==> src/rtl/imdu_pkg.sv <==
// Shared types and constants of the 128-bit multiply/divide unit.
// No dependencies.
package imdu_pkg;

   localparam int FUNC_BITS = 3;
   localparam int HALF_BITS = 64;

   localparam logic [FUNC_BITS-1:0] FUNC_MUL  = 3'd0;
   localparam logic [FUNC_BITS-1:0] FUNC_DIVU = 3'd1;
   localparam logic [FUNC_BITS-1:0] FUNC_REMU = 3'd2;
   localparam logic [FUNC_BITS-1:0] FUNC_DIVS = 3'd3;
   localparam logic [FUNC_BITS-1:0] FUNC_REMS = 3'd4;

   typedef struct packed {
      logic [FUNC_BITS-1:0] func;
      logic                 a_neg;
      logic                 b_neg;
      logic                 b_zero;
   } ctl_type;

endpackage

==> src/rtl/imdu_cell.sv <==
// One step cell: a restoring divide step or a shift-add multiply step.
// Depends on imdu_pkg.
module imdu_cell import imdu_pkg::*; #(
   parameter int W = 128
) (
   input  logic         clock,
   input  logic         reset,
   input  logic         enable,
   input  logic         in_valid,
   input  ctl_type      in_ctl,
   input  logic [W-1:0] in_x,
   input  logic [W-1:0] in_y,
   input  logic [W-1:0] in_z,
   output logic         out_valid,
   output ctl_type      out_ctl,
   output logic [W-1:0] out_x,
   output logic [W-1:0] out_y,
   output logic [W-1:0] out_z
);

   logic         valid_ff;
   ctl_type      ctl_ff;
   logic [W-1:0] x_ff, y_ff, z_ff;
   logic [W-1:0] x_in, y_in, z_in;
   logic [W-1:0] shifted;
   logic [W:0]   diff;
   logic         take;

   always_comb begin
      shifted = {in_z[W-2:0], in_x[W-1]};
      diff    = {in_z[W-1], shifted} - {1'b0, in_y};
      take    = in_z[W-1] | ~diff[W];
      if (in_ctl.func == FUNC_MUL) begin
         z_in = in_y[0] ? in_z + in_x : in_z;
         x_in = {in_x[W-2:0], 1'b0};
         y_in = {1'b0, in_y[W-1:1]};
      end else begin
         z_in = take ? diff[W-1:0] : shifted;
         x_in = {in_x[W-2:0], take};
         y_in = in_y;
      end
   end

   always_ff @(posedge clock) begin
      if (reset) begin
         valid_ff <= 1'b0;
      end else if (enable) begin
         valid_ff <= in_valid;
      end
      if (enable) begin
         ctl_ff <= in_ctl;
         x_ff   <= x_in;
         y_ff   <= y_in;
         z_ff   <= z_in;
      end
   end

   assign out_valid = valid_ff;
   assign out_ctl   = ctl_ff;
   assign out_x     = x_ff;
   assign out_y     = y_ff;
   assign out_z     = z_ff;

endmodule
==> config.mk <==
export PLATFORM = sky130hd
export DESIGN_NAME = imdu_cell
export DESIGN_NICKNAME = d
export VERILOG_FILES = /design/src/rtl/imdu_pkg.sv /design/src/rtl/imdu_cell.sv
export SDC_FILE = /design/constraint.sdc
export NUM_CORES = 1
export LEC_CHECK = 0
export BUFFER_PORTS_ARGS = -buffer_cell sky130_fd_sc_hd__buf_4
export CAP_MARGIN = 5
export CORE_AREA = 3 3 307 309
export DETAILED_ROUTE_END_ITERATION = 10
export DIE_AREA = 0 0 310 312
export HOLD_SLACK_MARGIN = 0.06
export PLACE_DENSITY = 0.64
export SYNTH_ARGS = -nofsm -noshare
export SYNTH_HDL_FRONTEND = slang
export SYNTH_SLANG_ARGS = --single-unit
==> constraint.sdc <==
create_clock -name clock -period 9.3 [get_ports clock]
set_clock_uncertainty 0.05 [all_clocks]
set_input_delay 1.86 -clock clock [delete_from_list [all_inputs] [get_ports clock]]
set_output_delay 1.86 -clock clock [all_outputs]
set_load 0.02 [all_outputs]
Word-level counts from Yosys, hierarchy flattened
Index checks and enable logic that the tools add are counted.
Cells by class
  multiplexer cells: 4
  bitwise gates (word level): 2
  add/subtract/negate cells: 2
  reduce and logical (&&, ||, !) cells: 1
Operator list (count)
  $mux 128: 3
  $sub 129x128->129: 1
  $add 128x128->128: 1
  $mux 127: 1
  $logic_not 3->1: 1
  $not 1->1: 1
  $or 1x1->1: 1
Storage, ports and cells
  register bits after elaboration: 391
  input port bits: 394
  logic and storage cells: 19
  output and inout bits: 391

Logic depth before layout (Yosys ltp)
Gate-level depths: netlist (run 1).
  word-level depth: 5
  gate-level depth with buffers: 18

Worst setup path before layout (run 1)
No wires, ideal clock.
  path type: in2reg
  from: input port in_x[127]
  to: register z_ff[119], in the netlist out_z[119] (data pin)
  setup slack: 3.751 ns
  stages on the path: 17
  arrival time: 5.229 ns
  cell sequence: inv_1 > ha_1 > fa_1 > nand2b_1 > a21o_1 > a31o_2 > o21a_1 > o21ai_0 > a31o_2 > a21oi_1 > o41a_1 > a31oi_4 > a21oi_2 > buf_2 > buf_6 > a211oi_1 > a21oi_1
Between the ends
  longest elaborated chain between the ends: 5
Ends and longest elaborated chain
  from (decl): RTL line imdu_cell.sv:11  | input logic [W-1:0] in_x,
  $sub 129x128->129 (*): RTL line imdu_cell.sv:31  | diff = {in_z[W-1], shifted} - {1'b0, in_y};
  $not 1->1: RTL line imdu_cell.sv:32  | take = in_z[W-1] | ~diff[W];
  $or 1x1->1: RTL line imdu_cell.sv:32
  $mux 128 (*): RTL line imdu_cell.sv:38  | z_in = take ? diff[W-1:0] : shifted;
  $mux 128 (*): RTL line imdu_cell.sv:33  | if (in_ctl.func == FUNC_MUL) begin
  net z_in[119]: RTL line imdu_cell.sv:24  | logic [W-1:0] x_in, y_in, z_in;
  to (signal assigned): RTL line imdu_cell.sv:54  | z_ff <= z_in;
  to (decl): RTL line imdu_cell.sv:23  | logic [W-1:0] x_ff, y_ff, z_ff;
The timed path passes the listed nets; every way through them passes the cells marked *.
A chain may end at the register's enable or synchronous reset.

Worst setup path after layout (run 1)
  from: input port in_x[127]
  to: register z_ff[126], in the netlist out_z[126] (data pin)
Same word-level chain as after synthesis.

==> results of run 1 <==
-- worst max-delay path: stages --
cell       delay, ns
buf_4           0.15
inv_1           0.06
ha_1            0.21
fa_1            0.40
nand2b_1        0.19
a21o_1          0.20
a211oi_1        0.37
o2111ai_1       0.34
a21oi_1         0.63
a221o_1         0.48
a31oi_1         0.31
o41ai_4         0.69
a21oi_1         0.24
o21ai_1         0.52
nand4_1         0.18
mux2_1          0.36
a211oi_1        0.28
-- sequential cells by signal, indices dropped and copies added (netlist names) --
| register | flops |
|---|---|
| out_ctl | 6 |
| out_valid | 1 |
| out_x | 128 |
| out_y | 128 |
| out_z | 128 |
-- placed cells by master, fill, tap and decap left out, drive strengths merged, types with 141 or more instances in the layout --
| cell | netlist | final |
|---|---|---|
| a21oi | 512 | 512 |
| buf | 43 | 812 |
| edfxtp | 390 | 390 |
| ha | 255 | 255 |
| inv | 205 | 211 |
| nand2 | 491 | 491 |
| nor2 | 301 | 301 |
| o21ai | 408 | 408 |
| xnor2 | 141 | 141 |
-- through the flow --
step	util	hold slack, ns	instances	setup WS (ns)
2_1_floorplan	-	0.5288	4009	3.751
3_3_place_gp	0.4385	0.4277	5780	1.855
3_5_place_dp	0.4385	0.4445	5780	1.705
4_1_cts	0.4563	0.4595	5871	2.379
5_1_grt	0.4567	0.4843	5884	2.072
6_report	0.4567	0.4592	5886	2.181
-- where the power goes --
group	switching, µW	leakage [µW]	internal, µW	total, µW
Clock	851	0.000793	1150	2000
Sequential	67.1	0.00382	2180	2250
Combinational	1640	0.0129	967	2610
Total	2560	0.0176	4300	6850
-- per-layer routing --
| layer | vias up | routed length, µm | GRT usage |
|---|---|---|---|
| li1 | 16140 | - | - |
| met1 | 16440 | 65120 | 0.4094 |
| met2 | 1571 | 67250 | 0.4594 |
| met3 | 212 | 13050 | 0.05706 |
| met4 | 2 | 5468 | 0.1081 |
| met5 | - | 13 | 0 |
-- final timing paths --
| kind | startpoint | to | slack, ns |
|---|---|---|---|
| max | in_x[127] | out_z[126]$_DFFE_PP_ | 2.18 |
| min | out_valid$_SDFFE_PP0P_ | out_valid$_SDFFE_PP0P_ | 0.46 |
| max reg2reg | out_valid$_SDFFE_PP0P_ | out_valid$_SDFFE_PP0P_ | 8.66 |
| min reg2reg | out_valid$_SDFFE_PP0P_ | out_valid$_SDFFE_PP0P_ | 0.46 |
-- layout make-up --
cell class                 instances  area share
tap                             1186     0.03545
timing repair buffer             812      0.1468
inverter                         205     0.01838
sequential                       391      0.2802
clock buffer                      56     0.03093
multi-input combinational       3186      0.4792
clock inverter                    35    0.008129
antenna                           15   0.0008966
-- cells by family after synthesis --
| group | after synthesis | synth area share |
|---|---|---|
| flops | 391 | 0.3505 |
| simple gates | 1138 | 0.1519 |
| mux | 56 | 0.01679 |
| buf+inv | 432 | 0.05054 |
| fa+ha+maj | 257 | 0.09652 |
| compound gates | 1495 | 0.2710 |
| xor+xnor | 240 | 0.06280 |
==> key figures, run 1 <==
Run status
  – Status: complete, no violations

Floorplan
  – Core ar.: 91,660 µm²
  – Die Wd: a little over 300 µm
  – IO Pins: 785
  – DIE HEIGHT: 312 µm
  – Cell row count: 111
  – Starting density of the core: 0.3651
  – Die Area: between 90,000 and 100,000 µm²

STA
  – Minimum clock period: approximately 7.1 ns
  – RSZ-0062 raised after global routing: false
  – Finish-stage setup viols: 0
  – Crit share post-route: 0.7655
  – Number of hold violations in the final report: 0
  – Fmax: about 140 MHz
  – Worst-Margin Slew: about 1.3 ns
  – Post-route setup TNS: 0 ns
  – Max-slew violation count: 0
  – Slew HR: 0.1111

Synthesis
  – Post-synthesis cell type count: 76
  – Synthesis warning total: 0
  – Synthesized net count: roughly 4,700
  – Leading area contributor after synthesis: edfxtp_1
  – Cells after synthesis: between 4,000 and 5,000
  – EDFF count, synth: between 300 and 400
  – Syn Std Cell Area: between 30,000 and 40,000 µm²
  – Post-synth top area share: 0.3499
  – Top cells by count, synth: a21oi_1 (511), nand2_1 (491), edfxtp_1 (390)
  – Top cells by area, synth: edfxtp_1 (35%), ha_1 (9.5%), a21oi_1 (7.6%)
  – Avg Inst Size Synth: roughly 8.3 µm²
  – Async S/R FF share, synth: 0
  – Post-synthesis sequential area ratio: 0.3505
  – Primary FF master, synth: edfxtp_1
  – Synth Register Bits: roughly 390
  – Top-count cell post-synth: a21oi_1

Global routing
  – GRT overflow: 0
  – Initial antenna violation count: 20
  – GRT Total Usage: 0.2963
  – Largest net degree at the start of global routing: a little over 200
  – First-pass GRT wire length: between 200,000 and 250,000 µm
  – Vias in the first global route: 32,220

Clocking
  – CTS tree: built
  – CTS Sinks: approximately 400
  – H-tree depth: 2
  – CTS max path bufs: 3
  – Hold Buf Count CTS: 0
  – Root buf cell: clkbuf_16
  – CTS buffer count: 50
  – Setup repair bufs after CTS: 0
  – Clk_lat worst skew: about 0.61 ns
  – Clock transition at path regs: 0.06 ns
  – Post-cts resize count: 0

Place
  – Placed Area: about 40,000 µm²
  – Dpl hpwl: roughly 120,000 µm
  – Port-buffer cells: 784
  – GP Congestion: between 0.9 and 1

Critical path
  – Worst setup EP type: register
  – Crit start category: input port
  – CP Data Required Time: slightly below 10 ns
  – Crit-path max FO: 6
  – Worst Path Arrival: around 7.5 ns
  – Crit path kind: in -> reg
  – Reg2Reg Depth: 2

Cells and area
  – Nets: about 5,300
  – Layout cells sized above 1: 0.1970
  – Reg area: ~12,000 µm²
  – Area of the multi-input gates: about 20,000 µm²
  – Finished Cell Area: ~42,000 µm²
  – Area grow syn2layout: 25.08%
  – Fillers: slightly above 9,000

Pwr
  – Power density cells: approximately 160 nW/µm²
  – Leak pwr: 0.01755 µW
  – Tot Pwr: around 7000 µW
  – Max IR drop VDD: 168.5 µV

Drt
  – Final routed DRC violation total: 0
  – Router iterations before antenna repair: 5
  – Via count: 34,360
  – Routed WL per cell: about 26 µm
  – Drt total wl: 150,900 µm
  – DRT iter0 DRCs: 3,541
  – Post-detailed-route count of antenna-violating nets: 0
  – Vias per Instance: roughly 5.8

Min path
  – Worst hold stages: 2
  – Hold crit path type: reg -> reg

Job
  – Max Cap Violations: 0
No activity file was read; power rests on OpenSTA's default activity.
==> run 2, diff against run 1 <==
--- a/config.mk
+++ b/config.mk
@@ -11,7 +11,7 @@
 export DETAILED_ROUTE_END_ITERATION = 10
 export DIE_AREA = 0 0 310 312
 export HOLD_SLACK_MARGIN = 0.06
-export PLACE_DENSITY = 0.64
+export PLACE_DENSITY = 0.66
 export SYNTH_ARGS = -nofsm -noshare
 export SYNTH_HDL_FRONTEND = slang
 export SYNTH_SLANG_ARGS = --single-unit
==> constraint.sdc (replaced) <==
create_clock -name clock -period 5.8 [get_ports clock]
set_clock_uncertainty 0.05 [all_clocks]
set_input_delay 1.16 -clock clock [delete_from_list [all_inputs] [get_ports clock]]
set_output_delay 1.16 -clock clock [all_outputs]
set_load 0.02 [all_outputs]
==> run 2 against run 1 <==
Worst setup slack got worse by 1.8 ns. Critical path depth rose by 1. Flip-flop and latch count did not move. Cell area rose by 2.3%. Combinational power rose by 65%. Critical path type unchanged. Largest power group unchanged.
==> key figures, run 2 (same netlist as run 1, synthesis figures left out) <==
Job
  – Max Cap Violations: 0

Critical path
  – CP max-delay cell: o41ai_4
  – Worst path cell trace: buf_4, inv_1, ha_1, fa_1, nand2b_1, a21o_1, a211oi_1, o2111ai_1, a21oi_1, a221o_1, a31oi_1, o41ai_4, a21oi_1, o21ai_1, buf_4, nand4_1, mux2_1, a211oi_1
  – Crit start category: input port
  – Register-to-register setup slack: 5.16 ns
  – Reg2Reg Depth: 2
  – Buf/Inv on CP: 3
  – Worst Path Arrival: ~6 ns
  – Worst path depth: 18
  – Crit-path max FO: 4
  – Critical path's top delay family: compound AO/OA/AOI/OAI gates
  – Crit path kind: in -> reg
  – Critical Path Max Stage Delay: 0.47 ns
  – Worst setup EP type: register
  – CP Data Required Time: slightly above 6 ns

Drt
  – DRT iter0 DRCs: about 3,700
  – Post-detailed-route count of antenna-violating nets: 0
  – Vias per Instance: roughly 5.8
  – Drt total wl: 154,000 µm
  – Final routed DRC violation total: 0
  – Router iterations before antenna repair: 8
  – Via count: ~35,000
  – Routed WL per cell: between 20 and 30 µm

Floorplan
  – DIE HEIGHT: around 310 µm
  – IO Pins: about 800
  – Cell row count: between 100 and 150
  – Starting density of the core: 0.3651
  – Die Wd: approximately 310 µm
  – Die Area: 96,720 µm²
  – Core ar.: ~90,000 µm²

Clocking
  – H-tree depth: 2
  – CTS tree: built
  – Hold Buf Count CTS: 0
  – Setup repair bufs after CTS: 0
  – CTS max path bufs: 3
  – Clock transition at path regs: ~0.06 ns
  – Clk_lat worst skew: 0.62 ns
  – CTS buffer count: 49
  – CTS Sinks: between 300 and 400
  – Root buf cell: clkbuf_16
  – Post-cts resize count: 0

Cells and area
  – Commonest non-fill, non-tap cells in the layout: buf_4 (903), a21oi_1 (511), nand2_1 (491)
  – Commonest non-fill, non-tap cell in the layout: buf_4
  – Nets: 5,404
  – Layout cells sized above 1: 0.2143
  – Area grow syn2layout: 27.93%
  – Fillers: 9,064

Min path
  – Worst hold stages: 2
  – Hold crit path type: reg -> reg

Place
  – Dpl hpwl: about 130,000 µm
  – Port-buffer cells: roughly 780
  – GP Congestion: 1.002

STA
  – Fin Hold WS: ~0.47 ns
  – Crit share post-route: 0.9356
  – Minimum clock period: between 5 and 6 ns
  – Slew HR: 0.3015
  – Finish-stage setup viols: 0
  – Number of hold violations in the final report: 0
  – Max-slew violation count: 0
  – Fmax: around 180 MHz
  – Worst-Margin Slew: 1.021 ns
  – RSZ-0062 raised after global routing: false

Global routing
  – Initial antenna violation count: 12
  – Vias in the first global route: between 30,000 and 40,000
  – GR Util met1: 0.4170
  – GRT overflow: 0
  – Grt met2 use: 0.4732
  – First-pass GRT wire length: roughly 220,000 µm
  – Largest net degree at the start of global routing: 139
  – GRT Total Usage: 0.3031
  – Busiest grt layer: met2
  – Met3 global-route usage: 0.06167

Pwr
  – Leak pwr: about 0.018 µW
  – Max IR drop VDD: between 200 and 250 µV
  – Tot Pwr: 11,150 µW
  – Power density cells: around 260 nW/µm²

Run status
  – Status: complete, no violations
==> run 2: where the power goes <==
| part | switching, µW | internal [µW] | total, µW |
|---|---|---|---|
| combinational | 2660 | 1650 | 4310 |
| clock | 1320 | 1870 | 3200 |
| sequential | 136 | 3500 | 3640 |
==> run 2: cell type report <==
cell class                      instances  area [µm²]  area share
Inverter                              205       769.5     0.01797
Clock buffer                           58        1303     0.03042
Clock inverter                         33       337.8    0.007890
Sequential cell                       391       11730      0.2740
Multi-Input combinational cell       3186       20060      0.4685
Antenna cell                           10       25.02   0.0005844
Tap cell                             1186        1484     0.03466
Timing Repair Buffer                  920        7106      0.1660
==> run 2: path summary, 6_finish.rpt <==
path / start / endpoint
worst min register to register: out_valid$_SDFFE_PP0P_ / out_valid$_SDFFE_PP0P_
worst max-delay path: in_x[127] / out_z[126]$_DFFE_PP_
worst max register to register: out_valid$_SDFFE_PP0P_ / out_valid$_SDFFE_PP0P_
worst min-delay path: out_valid$_SDFFE_PP0P_ / out_valid$_SDFFE_PP0P_
==> run 2: worst register-to-register path: cells and delay by family (launching register included) <==
family           cells  cell delay (ns)
and+or+nand+nor      1             0.06
DFF                  1             0.30
muxes                1             0.12
==> run 2: metal layers <==
| metal | routed length [µm] | part of all wire | vias to the layer above |
|---|---|---|---|
| met4 | 5828 | 0.038 | 4 |
| met3 | 14120 | 0.092 | 235 |
| met2 | 68080 | 0.44 | 1683 |
| met5 | 32 | 0.00021 | - |
| li1 | - | - | 16320 |
| met1 | 65890 | 0.43 | 16690 |
==> run 2: stage by stage <==
stage | utilization | instances | TNS (ns) | worst slack [ns] | cell area (µm²)
floorplan | - | 4009 | 0 | 0.9511 | 33470
global placement | 0.4489 | 5888 | -0.1098 | -0.09673 | 41150
detailed placement | 0.4489 | 5888 | -0.2954 | -0.1202 | 41150
CTS | 0.4668 | 5979 | 0 | 0.5423 | 42790
global route | 0.4671 | 5987 | 0 | 0.2482 | 42810
finish | 0.4671 | 5989 | 0 | 0.3733 | 42820
